===== config.mk =====
export PLATFORM = sky130hd
export DESIGN_NAME = gamepad_report_decoder_top
export DESIGN_NICKNAME = d
export VERILOG_FILES = /design/src/hdl/gprd_pkg.sv /design/src/hdl/gprd_capture.sv /design/src/hdl/gprd_decode.sv /design/src/hdl/gprd_scale.sv /design/src/hdl/gamepad_report_decoder_top.sv
export SDC_FILE = /design/constraint.sdc
export NUM_CORES = 1
export LEC_CHECK = 0
export ABC_AREA = 0
export BUFFER_PORTS_ARGS = -buffer_cell sky130_fd_sc_hd__buf_2
export CAP_MARGIN = 5
export CORE_ASPECT_RATIO = 1.25
export CORE_MARGIN = 5
export CORE_UTILIZATION = 50
export DETAILED_ROUTE_END_ITERATION = 8
export HOLD_SLACK_MARGIN = 0.02
export PLACE_DENSITY = 0.65
export SLEW_MARGIN = 30
export SYNTH_ARGS = -nofsm -noshare
export SYNTH_HDL_FRONTEND = slang
export SYNTH_SLANG_ARGS = --single-unit

===== constraint.sdc =====
create_clock -name clk -period 9.9 [get_ports clk]
set_clock_uncertainty 0.15 [all_clocks]
set_input_delay 0.99 -clock clk [delete_from_list [all_inputs] [get_ports clk]]
set_output_delay 0.99 -clock clk [all_outputs]
set_load 0.05 [all_outputs]

===== src/hdl/gprd_pkg.sv =====
// Shared types, constants and helper functions for the gamepad report decoder.
// Used by every module under hdl; depends on nothing else.
`timescale 1ns / 1ps

package gprd_pkg;

	localparam int REPORT_LEN_DEF = 21;
	localparam int KEEP_BYTES     = 6;
	localparam int KEEP_IDX_W     = 3;

	localparam logic [9:0] SCALE_RESET  = 10'd180;
	localparam logic [7:0] SCRAMBLE_KEY = 8'h17;
	localparam logic [7:0] ALL_ONES     = 8'hFF;

	localparam logic [1:0] STATUS_DECODED = 2'd0;
	localparam logic [1:0] STATUS_ABSENT  = 2'd1;
	localparam logic [1:0] STATUS_ORIGIN  = 2'd2;

	// Report byte roles
	localparam int BYTE_LX    = 0;
	localparam int BYTE_LY    = 1;
	localparam int BYTE_RY    = 2;
	localparam int BYTE_KEYHI = 4;
	localparam int BYTE_KEYLO = 5;

	localparam int KEY_UP    = 0;
	localparam int KEY_LEFT  = 1;
	localparam int KEY_DOWN  = 14;
	localparam int KEY_RIGHT = 15;

	typedef struct packed {
		logic [KEEP_BYTES-1:0][7:0] bytes;
		logic                       absent;
	} gprd_report_t;

	typedef struct packed {
		logic [1:0]         status;
		logic [15:0]        keys;
		logic [15:0]        pressed;
		logic [15:0]        released;
		logic signed [6:0]  left_x;
		logic signed [6:0]  left_y;
		logic signed [5:0]  right_x;
		logic signed [5:0]  right_y;
		logic [15:0]        mapped_keys;
	} gprd_fields_t;

	typedef struct packed {
		gprd_fields_t f;
		logic         scale_en;
		logic         neg_x;
		logic         neg_y;
		logic [6:0]   mag_x;
		logic [6:0]   mag_y;
	} gprd_decoded_t;

	typedef struct packed {
		gprd_fields_t       f;
		logic signed [9:0]  scaled_x;
		logic signed [9:0]  scaled_y;
	} gprd_result_t;

	function automatic logic [7:0] unscramble(input logic [7:0] b);
		return (b ^ SCRAMBLE_KEY) + SCRAMBLE_KEY;
	endfunction

	// Move controller button bits to console key positions; two buttons have no slot.
	function automatic logic [15:0] remap(input logic [15:0] k);
		logic [15:0] r;
		r = '0;
		r[6]  = k[0];
		r[5]  = k[1];
		r[15] = k[2];
		r[10] = k[3];
		r[0]  = k[4];
		r[11] = k[5];
		r[1]  = k[6];
		r[14] = k[7];
		r[8]  = k[9];
		r[3]  = k[10];
		r[2]  = k[12];
		r[9]  = k[13];
		r[7]  = k[14];
		r[4]  = k[15];
		return r;
	endfunction

endpackage


===== src/hdl/gprd_capture.sv =====
// Byte capture: counts report bytes, keeps the leading bytes, tracks the all-0xFF
// case and registers one report snapshot per report end. Depends on gprd_pkg.
`timescale 1ns / 1ps

module gprd_capture import gprd_pkg::*; #(
	parameter int REPORT_LEN = REPORT_LEN_DEF
) (
	input  logic         clk,
	input  logic         arst_n,
	input  logic         s_axis_tvalid,
	output logic         s_axis_tready,
	input  logic [7:0]   s_axis_tdata,
	input  logic         s_axis_tlast,
	output logic         rpt_valid,
	input  logic         rpt_ready,
	output gprd_report_t rpt
);

	localparam int POS_W = $clog2(REPORT_LEN);

	logic [POS_W-1:0] pos_q;
	logic             all_ones_q;
	logic [7:0]       kept_q [KEEP_BYTES];
	logic             rpt_valid_s1;
	gprd_report_t     rpt_s1;
	gprd_report_t     snap;
	logic             accept;
	logic             report_end;
	logic             byte_ones;

	assign s_axis_tready = !rpt_valid_s1 || rpt_ready;
	assign accept        = s_axis_tvalid && s_axis_tready;
	assign report_end    = s_axis_tlast || (pos_q == POS_W'(REPORT_LEN - 1));
	assign byte_ones     = (s_axis_tdata == ALL_ONES);

	// Merge the byte in transfer with what is already kept
	always_comb begin
		for (int i = 0; i < KEEP_BYTES; i++) begin
			snap.bytes[i] = (pos_q == POS_W'(i)) ? s_axis_tdata : kept_q[i];
		end
		snap.absent = all_ones_q && byte_ones;
	end

	always_ff @(posedge clk or negedge arst_n) begin
		if (!arst_n) begin
			pos_q        <= '0;
			all_ones_q   <= 1'b1;
			rpt_valid_s1 <= 1'b0;
		end else begin
			if (accept) begin
				pos_q      <= report_end ? '0 : pos_q + 1'b1;
				all_ones_q <= report_end ? 1'b1 : (all_ones_q && byte_ones);
			end
			if (accept && report_end) begin
				rpt_valid_s1 <= 1'b1;
			end else if (rpt_ready) begin
				rpt_valid_s1 <= 1'b0;
			end
		end
	end

	always_ff @(posedge clk) begin
		if (accept && (pos_q < POS_W'(KEEP_BYTES))) begin
			kept_q[pos_q[KEEP_IDX_W-1:0]] <= s_axis_tdata;
		end
		if (accept && report_end) begin
			rpt_s1 <= snap;
		end
	end

	assign rpt_valid = rpt_valid_s1;
	assign rpt       = rpt_s1;

endmodule


===== src/hdl/gprd_decode.sv =====
// Report decode: buttons, edges against the previous report, stick deltas and
// origin capture, registered into stage two. Depends on gprd_pkg.
`timescale 1ns / 1ps

module gprd_decode import gprd_pkg::*; (
	input  logic          clk,
	input  logic          arst_n,
	input  logic          rpt_valid,
	output logic          rpt_ready,
	input  gprd_report_t  rpt,
	output logic          dec_valid,
	input  logic          dec_ready,
	output gprd_decoded_t dec
);

	logic [15:0]   prev_keys_q;
	logic [5:0]    lx_org_q;
	logic [5:0]    ly_org_q;
	logic [4:0]    rx_org_q;
	logic [4:0]    ry_org_q;
	logic          calibrated_q;
	logic          dec_valid_s2;
	gprd_decoded_t dec_s2;
	gprd_decoded_t nxt;
	logic          take;
	logic [7:0]    d0, d1, d2;
	logic [15:0]   keys_raw;
	logic [15:0]   keys;
	logic [5:0]    lx, ly;
	logic [4:0]    rx, ry;
	logic [7:0]    ax, ay;

	assign rpt_ready = !dec_valid_s2 || dec_ready;
	assign take      = rpt_valid && rpt_ready;

	always_comb begin
		d0       = unscramble(rpt.bytes[BYTE_LX]);
		d1       = unscramble(rpt.bytes[BYTE_LY]);
		d2       = unscramble(rpt.bytes[BYTE_RY]);
		keys_raw = ~{unscramble(rpt.bytes[BYTE_KEYHI]), unscramble(rpt.bytes[BYTE_KEYLO])};
		keys     = keys_raw;
		// Up masks down, left masks right
		keys[KEY_DOWN]  = keys_raw[KEY_DOWN] && !keys_raw[KEY_UP];
		keys[KEY_RIGHT] = keys_raw[KEY_RIGHT] && !keys_raw[KEY_LEFT];

		lx = d0[5:0];
		ly = d1[5:0];
		rx = {d0[7:6], d1[7:6], d2[7]};
		ry = d2[4:0];

		// Offset by 32 ahead of scaling; keep sign and magnitude
		ax = {2'b00, lx} + 8'd32 - {2'b00, lx_org_q};
		ay = {2'b00, ly} + 8'd32 - {2'b00, ly_org_q};

		nxt = '0;
		if (rpt.absent) begin
			nxt.f.status = STATUS_ABSENT;
		end else begin
			nxt.f.keys     = keys;
			nxt.f.pressed  = keys & ~prev_keys_q;
			nxt.f.released = ~keys & prev_keys_q;
			if (!calibrated_q) begin
				nxt.f.status = STATUS_ORIGIN;
			end else begin
				nxt.f.status      = STATUS_DECODED;
				nxt.f.left_x      = $signed({1'b0, lx}) - $signed({1'b0, lx_org_q});
				nxt.f.left_y      = $signed({1'b0, ly}) - $signed({1'b0, ly_org_q});
				nxt.f.right_x     = $signed({1'b0, rx}) - $signed({1'b0, rx_org_q});
				nxt.f.right_y     = $signed({1'b0, ry}) - $signed({1'b0, ry_org_q});
				nxt.f.mapped_keys = remap(keys);
				nxt.scale_en      = 1'b1;
				nxt.neg_x         = ax[7];
				nxt.neg_y         = ay[7];
				nxt.mag_x         = ax[7] ? 7'(-ax) : ax[6:0];
				nxt.mag_y         = ay[7] ? 7'(-ay) : ay[6:0];
			end
		end
	end

	always_ff @(posedge clk or negedge arst_n) begin
		if (!arst_n) begin
			prev_keys_q  <= '0;
			lx_org_q     <= '0;
			ly_org_q     <= '0;
			rx_org_q     <= '0;
			ry_org_q     <= '0;
			calibrated_q <= 1'b0;
			dec_valid_s2 <= 1'b0;
		end else begin
			if (take && !rpt.absent) begin
				prev_keys_q <= keys;
				if (!calibrated_q) begin
					lx_org_q     <= lx;
					ly_org_q     <= ly;
					rx_org_q     <= rx;
					ry_org_q     <= ry;
					calibrated_q <= 1'b1;
				end
			end
			if (take) begin
				dec_valid_s2 <= 1'b1;
			end else if (dec_ready) begin
				dec_valid_s2 <= 1'b0;
			end
		end
	end

	always_ff @(posedge clk) begin
		if (take) begin
			dec_s2 <= nxt;
		end
	end

	assign dec_valid = dec_valid_s2;
	assign dec       = dec_s2;

endmodule


===== src/hdl/gprd_scale.sv =====
// Left stick scaling: multiply by twice the scale, divide by 63 toward zero,
// subtract the scale, saturate; ends in the result register. Depends on gprd_pkg.
`timescale 1ns / 1ps

module gprd_scale import gprd_pkg::*; (
	input  logic          clk,
	input  logic          arst_n,
	input  logic [9:0]    stick_scale,
	input  logic          dec_valid,
	output logic          dec_ready,
	input  gprd_decoded_t dec,
	output logic          res_valid,
	input  logic          res_ready,
	output gprd_result_t  res
);

	// Finish one axis: correct the reciprocal estimate, apply sign, offset, clamp
	function automatic logic signed [9:0] finish(input logic [17:0] prod,
		input logic [12:0] q0, input logic neg, input logic [9:0] s);
		logic [18:0]        r;
		logic [11:0]        q;
		logic signed [13:0] v;
		logic signed [13:0] t;
		logic signed [9:0]  o;
		r = {1'b0, prod} - {q0, 6'd0} + {6'd0, q0};
		q = q0[11:0] + ((r >= 19'd63) ? 12'd1 : 12'd0);
		v = neg ? -$signed({2'b00, q}) : $signed({2'b00, q});
		t = v - $signed({4'd0, s});
		if (t > 14'sd511) begin
			o = 10'sd511;
		end else if (t < -14'sd512) begin
			o = -10'sd512;
		end else begin
			o = t[9:0];
		end
		return o;
	endfunction

	logic          valid_s3, valid_s4, res_valid_q;
	gprd_fields_t  f_s3, f_s4;
	logic          en_s3, en_s4;
	logic          neg_x_s3, neg_y_s3, neg_x_s4, neg_y_s4;
	logic [17:0]   prod_x_s3, prod_y_s3, prod_x_s4, prod_y_s4;
	logic [12:0]   q0_x_s4, q0_y_s4;
	gprd_result_t  res_q;
	logic          out_adv, s4_adv, s3_adv;
	logic [17:0]   prod_x, prod_y;
	logic [28:0]   est_x, est_y;
	gprd_result_t  res_nxt;

	assign out_adv   = !res_valid_q || res_ready;
	assign s4_adv    = !valid_s4 || out_adv;
	assign s3_adv    = !valid_s3 || s4_adv;
	assign dec_ready = s3_adv;

	assign prod_x = {11'd0, dec.mag_x} * {7'd0, stick_scale, 1'b0};
	assign prod_y = {11'd0, dec.mag_y} * {7'd0, stick_scale, 1'b0};

	// m * 1040 / 65536 undershoots m / 63 by less than one
	assign est_x = {1'b0, prod_x_s3, 10'd0} + {7'd0, prod_x_s3, 4'd0};
	assign est_y = {1'b0, prod_y_s3, 10'd0} + {7'd0, prod_y_s3, 4'd0};

	always_comb begin
		res_nxt.f = f_s4;
		if (en_s4) begin
			res_nxt.scaled_x = finish(prod_x_s4, q0_x_s4, neg_x_s4, stick_scale);
			res_nxt.scaled_y = finish(prod_y_s4, q0_y_s4, neg_y_s4, stick_scale);
		end else begin
			res_nxt.scaled_x = '0;
			res_nxt.scaled_y = '0;
		end
	end

	always_ff @(posedge clk or negedge arst_n) begin
		if (!arst_n) begin
			valid_s3    <= 1'b0;
			valid_s4    <= 1'b0;
			res_valid_q <= 1'b0;
		end else begin
			if (s3_adv) begin
				valid_s3 <= dec_valid;
			end
			if (s4_adv) begin
				valid_s4 <= valid_s3;
			end
			if (out_adv) begin
				res_valid_q <= valid_s4;
			end
		end
	end

	always_ff @(posedge clk) begin
		if (s3_adv && dec_valid) begin
			f_s3      <= dec.f;
			en_s3     <= dec.scale_en;
			neg_x_s3  <= dec.neg_x;
			neg_y_s3  <= dec.neg_y;
			prod_x_s3 <= prod_x;
			prod_y_s3 <= prod_y;
		end
		if (s4_adv && valid_s3) begin
			f_s4      <= f_s3;
			en_s4     <= en_s3;
			neg_x_s4  <= neg_x_s3;
			neg_y_s4  <= neg_y_s3;
			prod_x_s4 <= prod_x_s3;
			prod_y_s4 <= prod_y_s3;
			q0_x_s4   <= est_x[28:16];
			q0_y_s4   <= est_y[28:16];
		end
		if (out_adv && valid_s4) begin
			res_q <= res_nxt;
		end
	end

	assign res_valid = res_valid_q;
	assign res       = res_q;

endmodule


===== src/hdl/gamepad_report_decoder_top.sv =====
// Gamepad report decoder: one report byte per cycle in, one result per report out.
// Path: a report's snapshot passes the capture, decode, scale s3, scale s4 and result registers in turn.
// Throughput: one byte per cycle; the input stalls only once all five result stages are full.
// Reset: arst_n clears counters, origins, previous buttons, calibration and valids;
// stick_scale returns to 180. Depends on gprd_pkg and the gprd_* modules.
`timescale 1ns / 1ps

module gamepad_report_decoder_top import gprd_pkg::*; #(
	parameter int REPORT_LEN = REPORT_LEN_DEF
) (
	input  logic         clk,
	input  logic         arst_n,
	input  logic         cfg_we,
	input  logic [9:0]   cfg_wdata,      // stick_scale
	input  logic         s_axis_tvalid,
	output logic         s_axis_tready,
	input  logic [7:0]   s_axis_tdata,   // report_byte
	input  logic         s_axis_tlast,   // last_byte
	output logic         m_axis_tvalid,
	input  logic         m_axis_tready,
	// keys[15:0] pressed[31:16] released[47:32] left_x[54:48] left_y[61:55]
	// right_x[67:62] right_y[73:68] mapped_keys[89:74] scaled_x[99:90]
	// scaled_y[109:100], zero[111:110]
	output logic [111:0] m_axis_tdata,
	output logic [1:0]   m_axis_tuser    // status
);

	logic          [9:0] stick_scale_q;
	logic                rpt_valid, rpt_ready;
	gprd_report_t        rpt;
	logic                dec_valid, dec_ready;
	gprd_decoded_t       dec;
	gprd_result_t        res;

	always_ff @(posedge clk or negedge arst_n) begin
		if (!arst_n) begin
			stick_scale_q <= SCALE_RESET;
		end else if (cfg_we) begin
			stick_scale_q <= cfg_wdata;
		end
	end

	gprd_capture #(
		.REPORT_LEN(REPORT_LEN)
	) u_capture (
		.clk          (clk),
		.arst_n       (arst_n),
		.s_axis_tvalid(s_axis_tvalid),
		.s_axis_tready(s_axis_tready),
		.s_axis_tdata (s_axis_tdata),
		.s_axis_tlast (s_axis_tlast),
		.rpt_valid    (rpt_valid),
		.rpt_ready    (rpt_ready),
		.rpt          (rpt)
	);

	gprd_decode u_decode (
		.clk      (clk),
		.arst_n   (arst_n),
		.rpt_valid(rpt_valid),
		.rpt_ready(rpt_ready),
		.rpt      (rpt),
		.dec_valid(dec_valid),
		.dec_ready(dec_ready),
		.dec      (dec)
	);

	gprd_scale u_scale (
		.clk        (clk),
		.arst_n     (arst_n),
		.stick_scale(stick_scale_q),
		.dec_valid  (dec_valid),
		.dec_ready  (dec_ready),
		.dec        (dec),
		.res_valid  (m_axis_tvalid),
		.res_ready  (m_axis_tready),
		.res        (res)
	);

	assign m_axis_tuser = res.f.status;
	assign m_axis_tdata = {2'b00, res.scaled_y, res.scaled_x, res.f.mapped_keys,
		res.f.right_y, res.f.right_x, res.f.left_y, res.f.left_x,
		res.f.released, res.f.pressed, res.f.keys};

endmodule

; ---- Word level (Yosys, flattened, before mapping)
; Memory sizes are Yosys's and may differ from the RTL's. A register that Yosys moved wholly into a read port is not among the register bits.
; Cells that the tools add are included.
[totals]
ff_bits = 566
ramBits = 48
in_bits = 24
output_inout_bits = 116
wordCells = 176
memories = 1
[classes]
n_addsub = 28
mul = 2
n_lt_le_gt_ge = 7
n_eq_ne = 2
muxes = 20
bitwise = 12
n_reduce_logical = 31
[memory_table]
columns = memory, words, word_bits, read_ports, rd_clocked_by_memory_dff, write_ports, line
row1 = u_capture.kept_q, 6, 8, 5, 5, 1, gprd_capture.sv:23  ; logic [7:0] kept_q [KEEP_BYTES];
[ops]
columns = cell, n
row1 = $add A28 B22 Y29, 2
row2 = $not A16 Y16, 3
row3 = $add A8 B5 Y8 const B, 5
row4 = $add A19 B13 Y19, 2
row5 = $ge A19 B6 Y1 const B, 2
row6 = $sub A18 B19 Y19, 2
row7 = $mul A7 B10 Y17, 2
row8 = $and A16 B16 Y16, 2
row9 = $gt A14 B10 Y1 const B, 2
row10 = $lt A14 B10 Y1 const B, 2
row11 = $mux W14, 2
row12 = $neg A12 Y14, 2
row13 = $sub A14 B11 Y14, 2
row14 = $add A12 B12 Y12, 2
row15 = $mux W10, 2
row16 = $not A4 Y4, 5
row17 = $mux W9, 2
row18 = $mux W17, 1
row19 = $sub A7 B6 Y8, 2
row20 = $add A6 B6 Y7 const B, 2
row21 = $mux W7, 2
row22 = $neg A7 Y7, 2
row23 = $sub A6 B6 Y7, 2
row24 = $sub A5 B5 Y6, 2
row25 = other kinds (14), 48

; ---- Logic depth before layout (Yosys ltp)
[depth]
ltp_word = 11
mapped_depth = 33
ltp_nobuf = 32

; ---- Cells and area by module
; From an unflattened synthesis, not the netlist that was laid out.
[unflattened]
cells_unflattened = 2603
hier_area_um2 = 34155.3
[by_module_without_submodules]
columns = mod, n_inst, cells_each, area_per_inst_um2, seq_area_each_um2
row1 = gprd_scale, 1, 1736, 22200.0, 11966.5
row2 = gprd_decode, 1, 626, 7290.7, 4154.0
row3 = gprd_capture, 1, 217, 4229.1, 3089.2
row4 = gamepad_report_decoder_top, 1, 24, 435.4, 255.2

; ---- Worst setup path after synthesis
; Ideal clock, no wire load.
[synth_timing]
kind = register -> register
startpoint = reg u_scale.q0_y_s4[2]
endpoint = reg u_scale.res_q, in the netlist u_scale.res[2] (data pin)
setup_ns = 0.275
arrival_ns = 6.817
required_time_ns = 9.475
setup_slack_ns = 2.658
stages_incl_launch_ff = 33
path_buffers = 1
synth_period_minus_slack_ns = 7.242
cell_sequence = edfxtp_1 > buf_2 > inv_1 > ha_1 > inv_1 > ha_1 > nor2b_1 > o21a_1 > o21ai_0 > a21oi_1 > o21ai_0 > o21ai_0 > a221oi_1 > mux2i_1 > or4_1 > ha_1 > ha_1 > inv_1 > ha_1 > and3_1 > a31oi_1 > o21bai_1 > nand2_1 > xnor2_1 > ha_1 > a21oi_1 > nand2_1 > o211ai_1 > a21oi_1 > a21oi_1 > a32oi_2 > o31ai_2 > o21ai_0
[synth_via]
elab_chain_len = 11
word_cells_on_any_way = 12
cone_classes = 5 x add/sub / 3 x order compare / 4 x mux
[synth_rtl]
columns = element, line
row1 = from (decl), gprd_scale.sv:44  ; logic [12:0] q0_x_s4, q0_y_s4;
row2 = from (signal assigned), gprd_scale.sv:109  ; q0_y_s4 <= est_y[28:16];
row3 = $sub A18 B19 Y19, gprd_scale.sv:25  ; r = {1'b0, prod} - {q0, 6'd0} + {6'd0, q0};
row4 = $add A19 B13 Y19, gprd_scale.sv:25
row5 = $ge A19 B6 Y1, gprd_scale.sv:26  ; q = q0[11:0] + ((r >= 19'd63) ? 12'd1 : 12'd0);
row6 = $mux W1, gprd_scale.sv:26
row7 = $add A12 B12 Y12 *, gprd_scale.sv:26
row8 = $neg A12 Y14, gprd_scale.sv:27  ; v = neg ? -$signed({2'b00, q}) : $signed({2'b00, q});
row9 = $mux W14 *, gprd_scale.sv:27
row10 = $sub A14 B11 Y14 *, gprd_scale.sv:28  ; t = v - $signed({4'd0, s});
row11 = $lt A14 B10 Y1, gprd_scale.sv:31  ; end else if (t < -14'sd512) begin
row12 = $mux W10, gprd_scale.sv:31
row13 = $mux W9 *, gprd_scale.sv:29  ; if (t > 14'sd511) begin
row14 = to (signal assigned), gprd_scale.sv:112  ; res_q <= res_nxt;
row15 = to (decl), gprd_scale.sv:45  ; gprd_result_t res_q;
; Every way passes the cells marked *; elsewhere a longest branch is shown, timed or not.
; A chain may end at the register's enable or synchronous reset.

; ---- Final worst setup path
[layout_timing]
startpoint = reg u_scale.q0_y_s4[2]
endpoint = reg u_scale.res_q, in the netlist u_scale.res[3] (data pin)
; The elaborated chain is that of the path after synthesis.

==> run_results.csv <==
group,metric,value,unit
final_layout,fillers,5408,
logic_synthesis,synthCells,2590,
floorplanning,die-area,71100,µm²
global_routing,antenna_found_initial,0,
cts,cts_buffer_depth,3,
global_routing,grtUsageTotal,0.182,
floorplanning,die_h,297,µm
sta,finalCritPeriodShare,0.848,
logic_synthesis,synthArstFlopShare,0.0943,
power,p_leak,14.8,nW
placement,dp_slack,1540,ps
cts,cts_hold_buf,0,
final_layout,diodes,0,
drt,antenna_left,0,
logic_synthesis,synth-edff-count,576,
sta,setup_viol,0,
outcome,status,"complete, no violations",
cts,cts_tree,"yes",
cts,clkTransAtPathRegs,60,ps
global_routing,grt_max_degree,80,
final_layout,fin_nets,3087,
logic_synthesis,synth.distinct_cells,91,
logic_synthesis,syn_area_per_cell,12.7,µm²
placement,dp_hpwl,46.5,mm
setup_path,r2r-start,"u_scale.q0_y_s4[2]",
setup_path,worst-path-buf-inv,3,
sta,fmax,119,MHz
logic_synthesis,ys_ff_latch,636,
setup_path,worstPathRequired,10070,ps
drt,wirelength,65.0,mm
logic_synthesis,ys_warn_count,0,
sta,hold_viol,0,
run,maxCapViolations,0,
logic_synthesis,synthTopCellsByArea,"edfxtp_1 (53%), ha_1 (8.2%), fa_1 (6.7%)",
setup_path,critPathKind,"reg2reg",
floorplanning,die_x,239,µm
sta,final.setup.tns,0,ps
drt,viasPerCell,5.41,
drt,vias,19725,
global_routing,grt_pass1_vias,20633,
setup_path,timing.rr.end,"u_scale.res[3]",
sta,slew_viol_final,0,
setup_path,cpMostUsedCell,"ha_1",
sta,worst_pin_slew,894,ps
setup_path,critPathMaxStageDelay,610,ps
sta,post-route-min-period,8390,ps
power,ir_drop,0.180,mV
logic_synthesis,yosys.area.top_type,"edfxtp_1",
setup_path,crit_arrival,8560,ps
drt,drt_iter0_markers,1087,
setup_path,crit_fanout,9,
logic_synthesis,synth_ff_type,"edfxtp_1",
final_layout,syn_to_final_growth,11.0,%
cts,numCtsBuffers,60,
floorplanning,initial_core_util,0.503,
placement,io_buffer_count,135,
setup_path,cp_top_family,"compound AO/OA/AOI/OAI gates",
drt,wl_per_cell,17.8,µm
setup_path,start_kind,"flip-flop",
cts,post_cts_resized,0,
global_routing,grt_pass1_wl,106,mm
floorplanning,rows,105,
logic_synthesis,syn_area,32900,µm²
setup_path,ff2ff_path_depth,31,
sta,rsz0062_at_grt,"no",
cts,cts_setup_buffers,0,
setup_path,r2r_slack,1510,ps
sta,setup_ws,1510,ps
min_path,holdPathStages,0,
setup_path,end_kind,"flip-flop",
logic_synthesis,seq_area_frac_synth,0.571,
cts,cts_root_buffer,"clkbuf_16",
floorplanning,io_pins,140,
logic_synthesis,synth_top_area_frac,0.525,
drt,drc,0,
global_routing,globalRouteOverflowTotal,0,
cts,clk_latency,640,ps
final_layout,drive_gt1_frac,0.119,
min_path,hold_start,"u_decode.dec[20]",
min_path,min_path_type,"reg2reg",
drt,drtPass1Iterations,7,
cts,htreeDepth,2,
setup_path,slowest_stage,"edfxtp_1",
floorplanning,coreArea,65400,µm²
power,p_per_area,273,nW/µm²
min_path,hold_path_end,"u_scale.f_s3[3]",
sta,relSlewSlack,0.404,
placement,gp_congestion,0.855,
cts,cts.sinks,636,
-- state kept, by name, summed over array words and instances, names as in the netlist, 17 cells and up --
register           flops
u_scale.f_s4          90
u_capture.kept_q      40
u_scale.prod_y_s4     17
u_scale.f_s3          90
u_decode.dec         105
u_scale.res          110
u_scale.prod_x_s4     17
u_scale.prod_y_s3     17
u_capture.rpt         41
u_scale.prod_x_s3     17
-- through the flow --
step | hold slack [ps] | std cells | util | instance area [µm²] | power (mW)
2_1_floorplan | 250 | 2593 | - | 32900 | 6.84
5_1_grt | 265 | 3646 | 0.559 | 36500 | 10.7
4_1_cts | 269 | 3646 | 0.559 | 36500 | 10.1
6_report | 267 | 3646 | 0.559 | 36500 | 9.99
3_3_place_gp | 251 | 3532 | 0.527 | 34500 | 7.61
3_5_place_dp | 255 | 3532 | 0.528 | 34500 | 7.72
-- how the worst max path moves through the flow --
stage / cells after the start / end / from / slack [ps]
2_1_floorplan: 32 / u_scale.res[2] / u_scale.q0_y_s4[2] / 2660
3_3_place_gp: 32 / u_scale.res[8] / u_scale.q0_y_s4[2] / 1840
3_5_place_dp: 31 / u_scale.res[3] / u_scale.q0_y_s4[2] / 1540
4_1_cts: 31 / u_scale.res[3] / u_scale.q0_y_s4[2] / 1510
5_1_grt: 31 / u_scale.res[5] / u_scale.q0_y_s4[2] / 480
6_report: 31 / u_scale.res[3] / u_scale.q0_y_s4[2] / 1510
-- area by class of cell --
cell class                      count  area, µm²  area share
Multi-Input combinational cell   1617      12800       0.351
Timing Repair Buffer              146        766      0.0210
Inverter                          277       1040      0.0285
Sequential cell                   636      18800       0.515
Clock inverter                     35        412      0.0113
Tap cell                          856       1070      0.0293
Clock buffer                       79       1610      0.0441
-- Yosys cell counts, types with 5 or more instances --
cell	number
dfrtp_1	55
nor4_1	11
nand4_1	17
mux2_2	49
edfxtp_1	576
a41oi_1	6
a31o_2	5
or2_2	8
nor3b_1	5
o31ai_1	10
a211o_1	5
nor2b_1	28
xor2_1	51
fa_1	110
nand2_1	223
nor2_1	145
o21bai_1	12
clkbuf_1	45
and3b_1	13
buf_4	6
or3_1	12
or4_1	6
inv_1	277
nand3b_1	6
and2_1	77
nand2b_1	24
dfstp_2	5
a21oi_1	77
ha_1	215
and3_1	14
a21o_1	23
o21ai_0	104
a31oi_1	19
mux2i_1	6
buf_2	5
buf_1	5
a21boi_0	12
o21a_1	5
nor3_1	57
nand3_1	52
o211ai_1	7
xnor2_1	113
a211oi_1	11
-- routing by layer --
metal	global-route usage	wire, µm	vias up
met5	0	0	-
li1	-	-	9433
met4	0.0476	1440	0
met1	0.221	26300	9783
met3	0.0310	2940	98
met2	0.336	34400	411
-- where the power goes --
| group | switching [mW] | internal, mW |
|---|---|---|
| sequential | 0.275 | 3.39 |
| combinational | 2.32 | 1.69 |
| clock | 0.996 | 1.32 |
| total | 3.59 | 6.40 |
-- cell families (layout without fill, tap and decap cells) --
family | count (synthesis) | count (layout) | share of synthesized area
AO/OA/AOI/OAI | 353 | 353 | 0.0704
XOR/XNOR | 164 | 164 | 0.0436
adder cells (fa/ha/maj) | 325 | 325 | 0.149
buffers and inverters | 340 | 537 | 0.0399
flip-flops | 636 | 636 | 0.571
multiplexers | 55 | 55 | 0.0186
other | 1 | 4 | 0.000114
AND/OR/NAND/NOR | 716 | 716 | 0.107
-- cell usage in the layout (no fill, tap or decap), types with 77 or more instances in the layout --
cell type  count
inv_1        276
fa_1         110
o21ai_0      104
buf_2        135
nand2_1      223
a21oi_1       77
ha_1         215
nor2_1       145
xnor2_1      113
edfxtp_1     576
(Power assumes the default switching activity.)
